--- src/hdl/pmc_pkg.sv ---
`default_nettype none
package pmc_pkg;

   localparam int ANG_W      = 16;
   localparam int E_W        = 16;
   localparam int R_W        = 15;
   localparam int VTX_W      = 16;
   localparam int MOM_W      = 17;

   localparam int CSR_IDX_W  = 2;
   localparam int CSR_DATA_W = 16;
   localparam logic [CSR_IDX_W-1:0] CSR_USE_VERTEX = 2'd0;
   localparam logic [CSR_IDX_W-1:0] CSR_VERTEX_X   = 2'd1;
   localparam logic [CSR_IDX_W-1:0] CSR_VERTEX_Y   = 2'd2;
   localparam logic [CSR_IDX_W-1:0] CSR_VERTEX_Z   = 2'd3;

   localparam int CORDIC_STAGES_DEF = 16;
   localparam int ATAN_LEN   = 24;

   // q30 values, cordic datapath, phase accumulator
   localparam int Q_W        = 32;
   localparam int XY_W       = 34;
   localparam int Z_W        = 33;
   localparam int PROD_W     = 2 * Q_W;
   localparam int FRAC       = 30;
   localparam int R_FRAC     = 22;
   localparam int VTX_SHIFT  = 8;

   // coordinate offsets, squared lengths, lengths, divider
   localparam int D_W        = 26;
   localparam int SQ_W       = 52;
   localparam int L_W        = SQ_W / 2;
   localparam int QUO_W      = 31;
   localparam int NUM_W      = D_W + FRAC;
   localparam int RP_W       = R_W + 1 + Q_W;
   localparam int EP_W       = E_W + 1 + Q_W;

   localparam logic signed [XY_W-1:0]   CORDIC_GAIN = 34'sd652032874;
   localparam logic signed [Z_W-1:0]    Z_QUARTER   = 33'sd1073741824;
   localparam logic signed [Z_W-1:0]    Z_HALF      = 33'sd2147483648;
   localparam logic signed [PROD_W-1:0] HALF_Q30    = 64'sd536870912;
   localparam logic signed [RP_W-1:0]   HALF_Q22    = 48'sd2097152;
   localparam logic signed [EP_W-1:0]   HALF_E      = 49'sd536870912;
   localparam logic signed [MOM_W-1:0]  MOM_MAX     = 17'sd65535;

   typedef struct packed {
      logic [E_W-1:0]        energy;
      logic signed [Q_W-1:0] ox;
      logic signed [Q_W-1:0] oy;
      logic signed [Q_W-1:0] oz;
   } tail_type;

   typedef struct packed {
      tail_type              tail;
      logic signed [D_W-1:0] dx;
      logic signed [D_W-1:0] dy;
      logic signed [D_W-1:0] dz;
   } geo_type;

   function automatic logic [31:0] atan_phase(input int idx);
      case (idx)
         0:  atan_phase = 32'h20000000;
         1:  atan_phase = 32'h12E4051E;
         2:  atan_phase = 32'h09FB385B;
         3:  atan_phase = 32'h051111D4;
         4:  atan_phase = 32'h028B0D43;
         5:  atan_phase = 32'h0145D7E1;
         6:  atan_phase = 32'h00A2F61E;
         7:  atan_phase = 32'h00517C55;
         8:  atan_phase = 32'h0028BE53;
         9:  atan_phase = 32'h00145F2F;
         10: atan_phase = 32'h000A2F98;
         11: atan_phase = 32'h000517CC;
         12: atan_phase = 32'h00028BE6;
         13: atan_phase = 32'h000145F3;
         14: atan_phase = 32'h0000A2F9;
         15: atan_phase = 32'h0000517C;
         16: atan_phase = 32'h000028BE;
         17: atan_phase = 32'h0000145F;
         18: atan_phase = 32'h00000A2F;
         19: atan_phase = 32'h00000517;
         20: atan_phase = 32'h0000028B;
         21: atan_phase = 32'h00000145;
         22: atan_phase = 32'h000000A2;
         23: atan_phase = 32'h00000051;
         default: atan_phase = '0;
      endcase
   endfunction

   function automatic logic signed [Q_W-1:0] rnd_q30(input logic signed [PROD_W-1:0] p);
      rnd_q30 = Q_W'((p + HALF_Q30) >>> FRAC);
   endfunction

   function automatic logic signed [MOM_W-1:0] sat_mom(input logic signed [EP_W-1:0] p);
      logic signed [EP_W-1:0] v;
      v = (p + HALF_E) >>> FRAC;
      if (v > EP_W'(MOM_MAX))
         sat_mom = MOM_MAX;
      else if (v < -EP_W'(MOM_MAX))
         sat_mom = -MOM_MAX;
      else
         sat_mom = MOM_W'(v);
   endfunction

endpackage
`default_nettype wire

--- src/hdl/pmc_isqrt.sv ---
`default_nettype none
module pmc_isqrt
   import pmc_pkg::*;
#(
   parameter int IN_BITS = SQ_W,
   parameter int SIDE_W  = 1
) (
   input  logic                 clock,
   input  logic                 reset,
   input  logic                 in_valid,
   input  logic [IN_BITS-1:0]   value,
   input  logic [SIDE_W-1:0]    side_in,
   output logic                 out_valid,
   output logic [IN_BITS/2-1:0] root,
   output logic [SIDE_W-1:0]    side_out
);

   localparam int ITER = IN_BITS / 2;

   logic [IN_BITS-1:0] v_ff [0:ITER];
   logic [IN_BITS-1:0] r_ff [0:ITER];
   logic [SIDE_W-1:0]  side_ff [0:ITER];
   logic [ITER:0]      valid_ff;

   // one result bit per stage, test bit walks down by two each stage
   always_ff @(posedge clock) begin
      v_ff[0]    <= value;
      r_ff[0]    <= '0;
      side_ff[0] <= side_in;
      for (int k = 0; k < ITER; k++) begin
         side_ff[k+1] <= side_ff[k];
         if (v_ff[k] >= r_ff[k] + (IN_BITS'(1) << (IN_BITS - 2 - 2 * k))) begin
            v_ff[k+1] <= v_ff[k] - (r_ff[k] + (IN_BITS'(1) << (IN_BITS - 2 - 2 * k)));
            r_ff[k+1] <= (r_ff[k] >> 1) + (IN_BITS'(1) << (IN_BITS - 2 - 2 * k));
         end else begin
            v_ff[k+1] <= v_ff[k];
            r_ff[k+1] <= r_ff[k] >> 1;
         end
      end
   end

   always_ff @(posedge clock) begin
      if (reset) begin
         valid_ff <= '0;
      end else begin
         valid_ff <= {valid_ff[ITER-1:0], in_valid};
      end
   end

   assign out_valid = valid_ff[ITER];
   assign root      = r_ff[ITER][IN_BITS/2-1:0];
   assign side_out  = side_ff[ITER];

endmodule
`default_nettype wire

--- config.mk ---
export PLATFORM = sky130hd
export DESIGN_NAME = pmc_isqrt
export DESIGN_NICKNAME = d
export VERILOG_FILES = /design/src/hdl/pmc_pkg.sv /design/src/hdl/pmc_isqrt.sv
export SDC_FILE = /design/constraint.sdc
export NUM_CORES = 2
export LEC_CHECK = 0
export BUFFER_PORTS_ARGS = -buffer_cell sky130_fd_sc_hd__buf_2
export CAP_MARGIN = 20
export CORE_AREA = 4 4 436 438
export DETAILED_ROUTE_END_ITERATION = 8
export DIE_AREA = 0 0 440 442
export GPL_TIMING_DRIVEN = 0
export PLACE_DENSITY_LB_ADDON = 0.3
export SKIP_LAST_GASP = 1
export SLEW_MARGIN = 10
export SYNTH_ARGS = -nofsm -noshare
export SYNTH_HDL_FRONTEND = slang
export SYNTH_SLANG_ARGS = --single-unit
--- constraint.sdc ---
create_clock -name clock -period 3.2 [get_ports clock]
set_clock_uncertainty 0.15 [all_clocks]
set_input_delay 0.32 -clock clock [delete_from_list [all_inputs] [get_ports clock]]
set_output_delay 0.32 -clock clock [all_outputs]
set_load 0.05 [all_outputs]
**Word level (Yosys, flattened, before mapping)**

Memory sizes are Yosys's and may differ from the RTL's.
Index checks and enable logic that the tools add are counted.

- Add/sub/neg operators: 78
- $lt $le $gt $ge: 26
- Multiplexer cells: 130
- Bitwise logic cells: 52

Operators by type and width:

| kind | number |
|---|---|
| $mux 52 | 52 |
| $ge 52x52->1 | 26 |
| $sub 52x52->52 | 26 |
| $mux 1 | 78 |
| $add 51x1->52 const B | 1 |
| $add 51x11->52 const B | 1 |
| $add 51x13->52 const B | 1 |
| $add 51x15->52 const B | 1 |
| $add 51x17->52 const B | 1 |
| $add 51x19->52 const B | 1 |
| $add 51x21->52 const B | 1 |
| $add 51x23->52 const B | 1 |
| $add 51x25->52 const B | 1 |
| $add 51x27->52 const B | 1 |
| $add 51x29->52 const B | 1 |
| $add 51x3->52 const B | 1 |
| $add 51x31->52 const B | 1 |
| $add 51x33->52 const B | 1 |
| $add 51x35->52 const B | 1 |
| $add 51x37->52 const B | 1 |
| $add 51x39->52 const B | 1 |
| $add 51x41->52 const B | 1 |
| $add 51x43->52 const B | 1 |
| $add 51x45->52 const B | 1 |
| other kinds (33) | 84 |

- Register bits: 27
- RAM bits: 2835
- Input port bits: 56
- Memories kept: 3

Memory list:

| memory | depth | width | read ports | clocked after Yosys merged registers in | wr ports | line | source |
|---|---|---|---|---|---|---|---|
| r_ff | 27 | 52 | 27 | 0 | 27 | pmc_isqrt.sv:21 | `logic [IN_BITS-1:0] r_ff [0:ITER];` |
| v_ff | 27 | 52 | 26 | 0 | 27 | pmc_isqrt.sv:20 | `logic [IN_BITS-1:0] v_ff [0:ITER];` |
| side_ff | 27 | 1 | 27 | 0 | 27 | pmc_isqrt.sv:22 | `logic [SIDE_W-1:0] side_ff [0:ITER];` |

**Logic depth before layout (Yosys ltp)**

- Depth after elaboration: 5
- Mapped depth: 13

**Worst setup path before layout**

OpenSTA, ideal clock, no wires.

- Path type: reg2reg
- Start: memory r_ff[22][27] (netlist bit)
- End: memory v_ff[2][399] (netlist bit)
- Arrival: 3089 ps
- Required time: 2978 ps
- Path slack: -111 ps
- Cell stages (with the launch flop): 13
- Period minus slack after synthesis: 3311 ps
- Cell sequence: dfxtp_1 > inv_1 > ha_1 > buf_2 > nand4_2 > or4_4 > or4b_1 > o221ai_1 > a21oi_2 > or3_1 > buf_4 > nor4b_4 > xor2_1

RTL lines:

| element | line |
|---|---|
| start, declared | pmc_isqrt.sv:21 |
| end, declared | pmc_isqrt.sv:20 |

==> results.txt <==
Final setup viols -> 12
Synth top area cells -> dfxtp_1 (54%), ha_1 (7.2%), xnor2_1 (4.1%)
WL final -> 158000 µm
Area leader, netlist -> dfxtp_1
Post-synth top area share -> 54.2%
Slew Limit Fails -> 0
Dpl ws -> -1490 ps
Die area -> 0.194 mm²
Failing checks -> setup timing
Antenna-violating nets left -> 0
Number of global-route vias before repair -> 47261
Number of DRC markers in iteration 0 -> 2215
Vias -> 45807
Peak Freq -> 296 MHz
Multi-input gate area -> 0.0296 mm²
Minimum clock period -> 3370 ps
Status -> finished, violations left
Clock Sinks -> 1757
Total CTS buffers -> 182
Worst hold path class -> register to register
Critical path arrival -> 3920 ps
Max stage delay on crit path -> 540 ps
I/O pins -> 84
Crit path buffers/inverters -> 2
Area growth, synth to finish -> 21.8%
Antenna violations before repair -> 1
Max Buffers Root-to-Sink -> 3
Hpwl dp -> 119000 µm
GP Congestion -> 0.915
Largest family of logic cells by synthesized area -> simple AND/OR/NAND/NOR gates
Layout cells sized above 1 -> 13.2%
Setup CP Type -> register to register
Simple-gate share of the synthesized area -> 15.0%
Tightest Pin Transition -> 862 ps
Pin count of the biggest net entering global routing -> 17
Pleak -> 34.9 nW
Synth Flop Type -> dfxtp_1
Nets -> 7221
CP cell instances -> inv_2 > ha_4 > nand2_4 > or4_4 > or4b_4 > o221ai_4 > a21oi_4 > or3_4 > buf_8 > nor4b_4 > xor2_1
Syn Std Cell Area -> 0.0649 mm²
Number of register bits inferred by synthesis -> 1757
Post-Synth Adder-Cell Area -> 7.19%
Most frequent cells in the layout -> dfxtp_1 (1747), inv_1 (462), nor2_1 (410)
Grt ovf -> 0
Worst rel slew slack -> 42.0%
Req. time, crit path -> 3750 ps
Total GRT Usage -> 15.9%
Routed met1 length -> 63400 µm
I/O Buffers -> 83
Final hold vios -> 0
PwrDens -> 893 mW/mm²
Synth Area in Compound Gates -> 11.0%
Asr flop ratio synth -> 0%
Core footprint -> 0.187 mm²
Post-synthesis cell type count -> 88
Met3 WL -> 5110 µm
Filler Cells Inserted -> 17794
Max VDD drop -> 679 µV
Insertion delay to the later sink of the worst-skew pair -> 820 ps
Worst setup SP type -> register
Reg clk slew, reported paths -> 60 ps
Synth Net Count -> 6794
CTS root buffer -> clkbuf_16
Placed instance count -> 8948
Part of the cycle the worst path needs -> 105%
Seq/Total Area, Yosys -> 54.2%
Max cap viols -> 0
Crit. End Element -> register
Synthesized area per cell -> 10.2 µm²
Mux contribution to synthesized area -> 1.42%
Chip Width -> 440 µm
Reg area -> 0.0352 mm²
Synth warn -> 0
Critical path peak fanout -> 5
Total power -> 70.6 mW
Max stage delay cell, worst path -> or4b_4
First-pass GRT wire length -> 250000 µm
Met2 wire length -> 82400 µm
Vias per inst -> 4.85
Top delay family on crit path -> simple AND/OR/NAND/NOR gates
RSZ-0062 raised after global routing -> yes
EDFF count, synth -> 0
TritonCTS clock tree -> yes
DIE HEIGHT -> 442 µm
Final setup margin -> -173 ps
Post-detailed-route DRC marker count -> 0
Uppermost routed layer -> met4
Router iterations before antenna repair -> 7
XOR/XNOR share of the synthesized area -> 7.76%
Commonest non-fill, non-tap cell in the layout -> dfxtp_1
Syn Inst Count -> 6365
H-tree levels -> 4
Initial Util -> 34.8%
Placement Rows -> 159
Drt wl/cell -> 16.7 µm
Finished Layout Cells -> 9444
registers in the layout, indices dropped and copies added, names as in the netlist:
name / cells
valid_ff: 27
r_ff: 351
side_ff: 27
v_ff: 1352
worst reg2reg max path, stage by stage, from the launching register on:
cell,delay (ps)
dfxtp_2,340
inv_2,50
ha_4,280
nand2_4,60
or4_4,530
or4b_4,550
o221ai_4,180
a21oi_4,80
or3_4,420
buf_8,160
nor4b_4,260
xor2_1,210
power by group:
group,leakage [nW],switching [mW],internal [mW]
Combinational,16.9,9.46,8.10
Clock,3.21,8.92,13.6
Sequential,14.7,3.91,26.7
Total,34.9,22.3,48.4
synth_stat cells (9+ instances only):
cell	instances
buf_1	11
nor4b_1	38
a2111oi_0	19
mux2i_1	9
dfxtp_1	1757
a211o_1	12
a211oi_1	40
nor2b_1	64
xnor2_1	301
nor4_1	211
a21oi_1	367
nor3b_1	19
o41ai_1	10
nor2_1	414
o21a_1	69
mux2_2	74
inv_1	470
a21o_1	130
and2_1	22
xor2_1	274
and3_1	20
or2_2	24
o21bai_1	24
o211ai_1	30
nand3_1	112
o2111ai_1	10
o21ai_0	247
nand4_1	106
nand3b_1	27
nor3_1	180
clkbuf_1	108
nand2b_1	66
nand2_1	360
or3_1	69
ha_1	373
and4_1	12
a31oi_1	28
or4_1	50
a21boi_0	13
nand4b_1	27
o31ai_1	38
stage by stage:
stage / TNS [ps] / hold slack [ps] / cell area (µm²) / util, %
floorplan: 0 / 160 / 64900 / -
global placement: -422730 / 161 / 68500 / 36.7
detailed placement: -381030 / 162 / 68500 / 36.7
CTS: -2390 / 119 / 78100 / 41.9
global route: -1760 / 160 / 79100 / 42.4
finish: -897 / 150 / 79100 / 42.4
final timing paths:
path | start | slack [ps] | end | cells past startpoint
max | r_ff[22][24] | -170 | v_ff[2][399] | 11
min | side_ff[0][13] | 150 | side_ff[0][14] | 0
max reg2reg | r_ff[22][24] | -170 | v_ff[2][399] | 11
min reg2reg | side_ff[0][13] | 150 | side_ff[0][14] | 0
final cells by class:
| type | instances | share of cell area (%) |
|---|---|---|
| antenna | 2 | 0.00633 |
| multi-input combinational | 4012 | 37.4 |
| inverter | 470 | 2.24 |
| sequential | 1757 | 44.5 |
| buffer | 96 | 0.733 |
| clock inverter | 84 | 1.79 |
| tap | 2495 | 3.95 |
| clock buffer | 255 | 6.62 |
| timing repair buffer | 273 | 2.74 |
cells by family after synthesis:
group,count (synthesis)
xor+xnor,575
flops,1757
compound gates,1127
buf+inv,597
fa+ha+maj,373
simple gates,1853
mux,83
metal layers:
metal,vias up,GRT usage [%]
met1,21490,17.0
li1,23052,-
met5,-,0
met4,0,7.41
met2,867,30.0
met3,398,2.62
what timing repair did:
action / in CTS / in global routing
cloned: 2 / 1
setup endpoints to repair: 596 / 420
hold buffers: 109 / 0
pin swaps: 71 / 67
buffers inserted: 48 / 26
endpoints found under the hold margin: 80 / 0
resized for setup: 323 / 188
Note: power is estimated with default switching activity, not from simulation.
