--- src/hdl/pmc_pkg.sv ---
`default_nettype none
package pmc_pkg;

   localparam int ANG_W      = 16;
   localparam int E_W        = 16;
   localparam int R_W        = 15;
   localparam int VTX_W      = 16;
   localparam int MOM_W      = 17;

   localparam int CSR_IDX_W  = 2;
   localparam int CSR_DATA_W = 16;
   localparam logic [CSR_IDX_W-1:0] CSR_USE_VERTEX = 2'd0;
   localparam logic [CSR_IDX_W-1:0] CSR_VERTEX_X   = 2'd1;
   localparam logic [CSR_IDX_W-1:0] CSR_VERTEX_Y   = 2'd2;
   localparam logic [CSR_IDX_W-1:0] CSR_VERTEX_Z   = 2'd3;

   localparam int CORDIC_STAGES_DEF = 16;
   localparam int ATAN_LEN   = 24;

   // q30 values, cordic datapath, phase accumulator
   localparam int Q_W        = 32;
   localparam int XY_W       = 34;
   localparam int Z_W        = 33;
   localparam int PROD_W     = 2 * Q_W;
   localparam int FRAC       = 30;
   localparam int R_FRAC     = 22;
   localparam int VTX_SHIFT  = 8;

   // coordinate offsets, squared lengths, lengths, divider
   localparam int D_W        = 26;
   localparam int SQ_W       = 52;
   localparam int L_W        = SQ_W / 2;
   localparam int QUO_W      = 31;
   localparam int NUM_W      = D_W + FRAC;
   localparam int RP_W       = R_W + 1 + Q_W;
   localparam int EP_W       = E_W + 1 + Q_W;

   localparam logic signed [XY_W-1:0]   CORDIC_GAIN = 34'sd652032874;
   localparam logic signed [Z_W-1:0]    Z_QUARTER   = 33'sd1073741824;
   localparam logic signed [Z_W-1:0]    Z_HALF      = 33'sd2147483648;
   localparam logic signed [PROD_W-1:0] HALF_Q30    = 64'sd536870912;
   localparam logic signed [RP_W-1:0]   HALF_Q22    = 48'sd2097152;
   localparam logic signed [EP_W-1:0]   HALF_E      = 49'sd536870912;
   localparam logic signed [MOM_W-1:0]  MOM_MAX     = 17'sd65535;

   typedef struct packed {
      logic [E_W-1:0]        energy;
      logic signed [Q_W-1:0] ox;
      logic signed [Q_W-1:0] oy;
      logic signed [Q_W-1:0] oz;
   } tail_type;

   typedef struct packed {
      tail_type              tail;
      logic signed [D_W-1:0] dx;
      logic signed [D_W-1:0] dy;
      logic signed [D_W-1:0] dz;
   } geo_type;

   function automatic logic [31:0] atan_phase(input int idx);
      case (idx)
         0:  atan_phase = 32'h20000000;
         1:  atan_phase = 32'h12E4051E;
         2:  atan_phase = 32'h09FB385B;
         3:  atan_phase = 32'h051111D4;
         4:  atan_phase = 32'h028B0D43;
         5:  atan_phase = 32'h0145D7E1;
         6:  atan_phase = 32'h00A2F61E;
         7:  atan_phase = 32'h00517C55;
         8:  atan_phase = 32'h0028BE53;
         9:  atan_phase = 32'h00145F2F;
         10: atan_phase = 32'h000A2F98;
         11: atan_phase = 32'h000517CC;
         12: atan_phase = 32'h00028BE6;
         13: atan_phase = 32'h000145F3;
         14: atan_phase = 32'h0000A2F9;
         15: atan_phase = 32'h0000517C;
         16: atan_phase = 32'h000028BE;
         17: atan_phase = 32'h0000145F;
         18: atan_phase = 32'h00000A2F;
         19: atan_phase = 32'h00000517;
         20: atan_phase = 32'h0000028B;
         21: atan_phase = 32'h00000145;
         22: atan_phase = 32'h000000A2;
         23: atan_phase = 32'h00000051;
         default: atan_phase = '0;
      endcase
   endfunction

   function automatic logic signed [Q_W-1:0] rnd_q30(input logic signed [PROD_W-1:0] p);
      rnd_q30 = Q_W'((p + HALF_Q30) >>> FRAC);
   endfunction

   function automatic logic signed [MOM_W-1:0] sat_mom(input logic signed [EP_W-1:0] p);
      logic signed [EP_W-1:0] v;
      v = (p + HALF_E) >>> FRAC;
      if (v > EP_W'(MOM_MAX))
         sat_mom = MOM_MAX;
      else if (v < -EP_W'(MOM_MAX))
         sat_mom = -MOM_MAX;
      else
         sat_mom = MOM_W'(v);
   endfunction

endpackage
`default_nettype wire

--- src/hdl/pmc_div.sv ---
`default_nettype none
module pmc_div
   import pmc_pkg::*;
#(
   parameter int NUM_BITS = NUM_W,
   parameter int DEN_BITS = L_W,
   parameter int QUO_BITS = QUO_W,
   parameter int SIDE_W   = 1
) (
   input  logic                clock,
   input  logic                reset,
   input  logic                in_valid,
   input  logic [NUM_BITS-1:0] num,
   input  logic [DEN_BITS-1:0] den,
   input  logic [SIDE_W-1:0]   side_in,
   output logic                out_valid,
   output logic [QUO_BITS-1:0] quotient,
   output logic [SIDE_W-1:0]   side_out
);

   // the quotient is known to fit, so the top numerator bits start below den
   logic [DEN_BITS-1:0] p_ff [0:QUO_BITS];
   logic [DEN_BITS-1:0] d_ff [0:QUO_BITS];
   logic [QUO_BITS-1:0] n_ff [0:QUO_BITS];
   logic [SIDE_W-1:0]   side_ff [0:QUO_BITS];
   logic [QUO_BITS:0]   valid_ff;
   logic [DEN_BITS:0]   trial [0:QUO_BITS-1];
   logic                ge [0:QUO_BITS-1];

   always_comb begin
      for (int k = 0; k < QUO_BITS; k++) begin
         trial[k] = {p_ff[k], n_ff[k][QUO_BITS-1]};
         ge[k]    = trial[k] >= {1'b0, d_ff[k]};
      end
   end

   // numerator bits shift out at the top, quotient bits shift in at the bottom
   always_ff @(posedge clock) begin
      p_ff[0]    <= DEN_BITS'(num[NUM_BITS-1:QUO_BITS]);
      n_ff[0]    <= num[QUO_BITS-1:0];
      d_ff[0]    <= den;
      side_ff[0] <= side_in;
      for (int k = 0; k < QUO_BITS; k++) begin
         d_ff[k+1]    <= d_ff[k];
         side_ff[k+1] <= side_ff[k];
         n_ff[k+1]    <= {n_ff[k][QUO_BITS-2:0], ge[k]};
         p_ff[k+1]    <= ge[k] ? DEN_BITS'(trial[k] - {1'b0, d_ff[k]})
                               : trial[k][DEN_BITS-1:0];
      end
   end

   always_ff @(posedge clock) begin
      if (reset) begin
         valid_ff <= '0;
      end else begin
         valid_ff <= {valid_ff[QUO_BITS-1:0], in_valid};
      end
   end

   assign out_valid = valid_ff[QUO_BITS];
   assign quotient  = n_ff[QUO_BITS];
   assign side_out  = side_ff[QUO_BITS];

endmodule
`default_nettype wire

--- config.mk ---
export PLATFORM = sky130hd
export DESIGN_NAME = pmc_div
export DESIGN_NICKNAME = d
export VERILOG_FILES = /design/src/hdl/pmc_pkg.sv /design/src/hdl/pmc_div.sv
export SDC_FILE = /design/constraint.sdc
export NUM_CORES = 2
export LEC_CHECK = 0
export BUFFER_PORTS_ARGS = -buffer_cell sky130_fd_sc_hd__buf_2
export CELL_PAD_IN_SITES_DETAIL_PLACEMENT = 1
export CELL_PAD_IN_SITES_GLOBAL_PLACEMENT = 2
export CORE_MARGIN = 1
export CORE_UTILIZATION = 42
export CTS_CLUSTER_DIAMETER = 40
export DETAILED_ROUTE_END_ITERATION = 10
export PLACE_DENSITY_LB_ADDON = 0.1
export REMOVE_ABC_BUFFERS = 1
export SYNTH_ARGS = -nofsm -noshare
export SYNTH_HDL_FRONTEND = slang
export SYNTH_SLANG_ARGS = --single-unit
export TNS_END_PERCENT = 50
--- constraint.sdc ---
create_clock -name clock -period 4.4 [get_ports clock]
set_clock_uncertainty 0.05 [all_clocks]
set_input_delay 1.32 -clock clock [delete_from_list [all_inputs] [get_ports clock]]
set_output_delay 1.32 -clock clock [all_outputs]
set_load 0.005 [all_outputs]
=== Yosys cells after proc, flatten, opt, wreduce, memory -nomap -nowiden ===
Memory sizes are Yosys's and may differ from the RTL's.
Cells that the tools add are included.

* Latch bits: 0
* Bits in read-only memories: 0
* Word-level logic and storage cells: 98
* Register bits after elaboration: 32
* Bits in writable memories: 2,688
* Memories kept: 4
* Output and inout port bits: 33

* Reductions and logical operators: 0
* Shift-type cells: 0
* Multiply operators: 0
* Equality and inequality tests: 0
* Muxes and demuxes: 31
* Add/sub/neg operators: 31
* Div/mod/pow operators: 0
* Bitwise logic cells: 0
* Order comparisons: 31

{| class="wikitable"
|+ Memory list
! memory !! depth !! width !! rd ports !! clocked after Yosys merged registers in !! write ports !! RTL line !! source
|-
| n_ff || 32 || 31 || 32 || 0 || 32 || pmc_div.sv:24 || <nowiki>logic [QUO_BITS-1:0] n_ff [0:QUO_BITS];</nowiki>
|-
| d_ff || 32 || 26 || 31 || 0 || 32 || pmc_div.sv:23 || <nowiki>logic [DEN_BITS-1:0] d_ff [0:QUO_BITS];</nowiki>
|-
| p_ff || 32 || 26 || 31 || 0 || 32 || pmc_div.sv:22 || <nowiki>logic [DEN_BITS-1:0] p_ff [0:QUO_BITS];</nowiki>
|-
| side_ff || 32 || 1 || 32 || 0 || 32 || pmc_div.sv:25 || <nowiki>logic [SIDE_W-1:0] side_ff [0:QUO_BITS];</nowiki>
|}

{| class="wikitable"
|+ Operators by type and width
! operator !! number
|-
| $ge A27 B26 Y1 || 31
|-
| $mux W26 || 31
|-
| $sub A26 B26 Y26 || 31
|}

=== Depth between registers and ports, before layout ===
* Depth after elaboration: 2
* Depth in mapped cells: 15

=== Least setup slack after synthesis ===
Ideal clock, no wire load.

* Path kind: register -> register
* Start point: memory d_ff[0][216] in the netlist's numbering
* End point: memory p_ff[0][241] in the netlist's numbering
* Data arrival time: 3.310 ns
* Setup time: 0.121 ns
* Cell stages (with the launch flop): 14
* Slack: 0.918 ns
* Required time: 4.229 ns
* Path buffers: 1
* Cell sequence: dfxtp_1 inv_1 ha_1 a21o_1 a21o_1 a21o_1 a211o_4 a21oi_4 o31ai_2 a311oi_4 a21oi_2 a2111oi_4 buf_6 mux2_4

{| class="wikitable"
|+ RTL lines
! item !! RTL line
|-
| start: declaration || pmc_div.sv:23
|-
| end: declaration || pmc_div.sv:22
|}

==> metrics.cfg <==
[final_layout]
number_of_cells_in_the_finished_layout_apart_from_fillers = 14063
post_route_cells_drive_above_1_share_pct = 11.5
nets = 11466
postLayoutCoreUtil_pct = 49.6
multi_input_comb_area_sq_mm = 0.0453
commonest_cells_after_routing_fill_and_taps_aside = dfxtp_1, inv_1, ha_1
most_common_library_cell_in_the_layout_ignoring_fill_and_taps = dfxtp_1
sequential_cell_area_sq_mm = 0.0534
finalInstanceArea_sq_mm = 0.121
area_growth_pct = 17.0
filler_cell_count = 26421

[power_and_ir_drop]
power.static_leakage_nw = 55.2
max-vdd-ir-drop_uv = 389
power_mw = 109
clkPwrFrac_pct = 28.0
seq_power_share_pct = 32.5
power_density_mw_per_mm2 = 903
intPower_mw = 69.3
power.share.switching_pct = 36.5
netSwitchingPower_mw = 39.9
combinationalPowerShare_pct = 39.6

[global_routing]
track_usage_pct = 21.0
number_of_global_route_vias_before_repair = 75331
antenna_found_initial = 7
grt-ovfl-total = 0
grt_start_max_net_pins = 51
grt_pass1_wl_mm = 417

[timing]
timing.final.max_slew_violations = 0
grt_setup_unrepaired = false
hold-worst-slack_ns = 0.251
timing.final.crit_share_pct = 91.4
final_setup_violation_count = 0
setup_ws_ns = 0.378
timing.slew.headroom_pct = 26.2
timing.final.hold_violations = 0
tightest_slew_ns = 1.10
max_freq_ghz = 0.249
final.setup.tns_ns = 0
layout_min_cycle_time_ns = 4.02

[detailed_routing]
drt_pass_1_iters = 8
postRouteAntennaNets = 0
drt_drc_violations_left = 0
routedWlPerCell_microns = 18.7
finalWirelength_mm = 262
initial_detailed_routing_violation_count = 2926
avgViaCountPerCell = 5.05
routed-via-count = 70956

[setup_path]
rr_startpoint = d_ff[1][209]
path_class = flip-flop to flip-flop
timing.critical_path.required_ns = 5.13
regToRegSetupSlack_ns = 0.38
critPathArrivalTime_ns = 4.75
r2r_cells = 14
worst-path-max-fanout = 48
cp-end-kind = flip-flop
regToRegEndpoint = p_ff[1][255]
timing.critical_path.from_type = flip-flop

[floorplan]
starting_density_of_the_core_pct = 42.4
floorplan.die_area_sq_mm = 0.248
fp.dieH_microns = 498
floorplan.io_pins = 119
rows = 181
coreArea_sq_mm = 0.244
die_width_microns = 498

[yosys]
yosysTopAreaCell = dfxtp_1
number_of_instances_in_the_synthesized_netlist = 10191
postSynth.asyncResetShare_pct = 0
synth_area_sq_mm = 0.103
postSynthAreaPerCell_sq_um = 10.1
yosys_most_used_dff = dfxtp_1
synthDistinctLibCells = 90
ys_warn_count = 0
ys_top_cells_by_area = dfxtp_1, ha_1, inv_1
synth_register_bits = 2667
synth_top_cell_area_share_pct = 51.7
number_of_synthesized_flops_with_an_enable_pin = 0
seq_area_frac_synth_pct = 51.7

[placed_design]
routabilityCongestion = 0.860
port_buffers = 118
dp_hpwl_mm = 203
placement.cell_area_sq_mm = 0.108
dpl_worst_slack_ns = 0.281
placed_cells_incl_taps = 13355

[clock_network]
clock_path_buffers = 4
numClockSinks = 2667
tritoncts = done
cts_root_buffer = clkbuf_16
cts.hold.buffers_added = 0
clock_insertion_delay_worst_skew_ns = 0.96
tritoncts.num_buffers = 389
cts_htree_levels = 5
clkSlewWorstSetupHoldPaths_ns = 0.06

[job]
timing.max_cap.violations = 0

[worst_hold_path]
hold_path.startpoint = n_ff[12][14]
hold_path_class = flip-flop to flip-flop
hold_path_end = n_ff[12][46]
holdPathStages = 0

[outcome]
run_status = finished clean

## layer usage
layer | vias to the layer above | GRT usage, % | wire (microns)
li1 | 35779 | - | -
met1 | 33880 | 25.8 | 117000
met2 | 827 | 38.1 | 132000
met3 | 470 | 2.60 | 6870
met4 | 0 | 6.11 | 6990
met5 | - | 0 | 0
## synth_stat cells (69+ instances only)
cell type,number
a211oi_1,73
a21o_1,392
a21oi_1,746
a31oi_1,88
and3_1,69
clkbuf_1,157
dfxtp_1,2667
ha_1,806
inv_1,998
mux2_2,278
nand2_1,653
nand2b_1,102
nand3_1,136
nand4_1,125
nor2_1,459
nor2b_1,122
nor3_1,93
o21a_1,125
o21ai_0,656
o21bai_1,104
xnor2_1,385
xor2_1,272
## critical path, stage by stage, from the launching register on
cell and delay, ns:
dfxtp_1 0.33, inv_1 0.08, ha_1 0.30, nor2b_1 0.12
o21ai_0 0.10, a21boi_0 0.37, o311ai_0 0.29, a21oi_1 0.59
a311oi_1 0.22, o41ai_1 0.52, buf_4 0.22, a31oi_4 0.10
buf_12 0.20, inv_1 0.09, mux2_2 0.33
## registers in the layout, summed over array words and instances (netlist names)
signal,cells
side_ff,32
n_ff,992
p_ff,805
d_ff,806
valid_ff,32
## logic make-up after synthesis
| kind of cell | Yosys count | synth area share, % |
|---|---|---|
| compound gates | 2528 | 15.3 |
| mux | 314 | 3.47 |
| simple gates | 1961 | 9.06 |
| flops | 2667 | 51.7 |
| buf+inv | 1228 | 4.62 |
| xor+xnor | 657 | 5.57 |
| fa+ha+maj | 836 | 10.3 |
## power groups by stage
stage,Clock (mW),Sequential (mW),Combinational [mW]
2_1_floorplan,0,33.7,32.4
6_report,30.5,35.5,43.2
4_1_cts,31.4,35.7,43.5
5_1_grt,32.5,36.2,48.4
3_5_place_dp,0,36.1,43.1
3_3_place_gp,0,36.1,42.3
## what timing repair did
action                                  4_1_cts  5_1_grt
endpoints found under the setup margin        0       18
resized for setup                             0        2
setup buffers                                 0        0
## layout make-up
| class | instances | share of cell area (%) |
|---|---|---|
| Sequential cell | 2667 | 44.2 |
| Timing Repair Buffer | 192 | 1.07 |
| Antenna cell | 7 | 0.0145 |
| Multi-Input combinational cell | 6296 | 37.5 |
| Clock buffer | 459 | 8.58 |
| Tap cell | 3202 | 3.31 |
| Clock inverter | 242 | 2.28 |
| Inverter | 998 | 3.10 |
## worst max-delay path by stage
stage,start,to,slack [ns],depth (start not counted)
detailed placement,d_ff[0][342],p_ff[0][382],0.28,12
global placement,d_ff[0][342],p_ff[0][383],0.48,12
floorplan,d_ff[0][391],p_ff[1][12],-0.32,12
global route,d_ff[1][6],p_ff[1][34],0.03,12
finish,d_ff[1][209],p_ff[1][255],0.38,14
CTS,d_ff[0][342],p_ff[0][377],0.25,12
No activity file was read; power rests on OpenSTA's default activity.
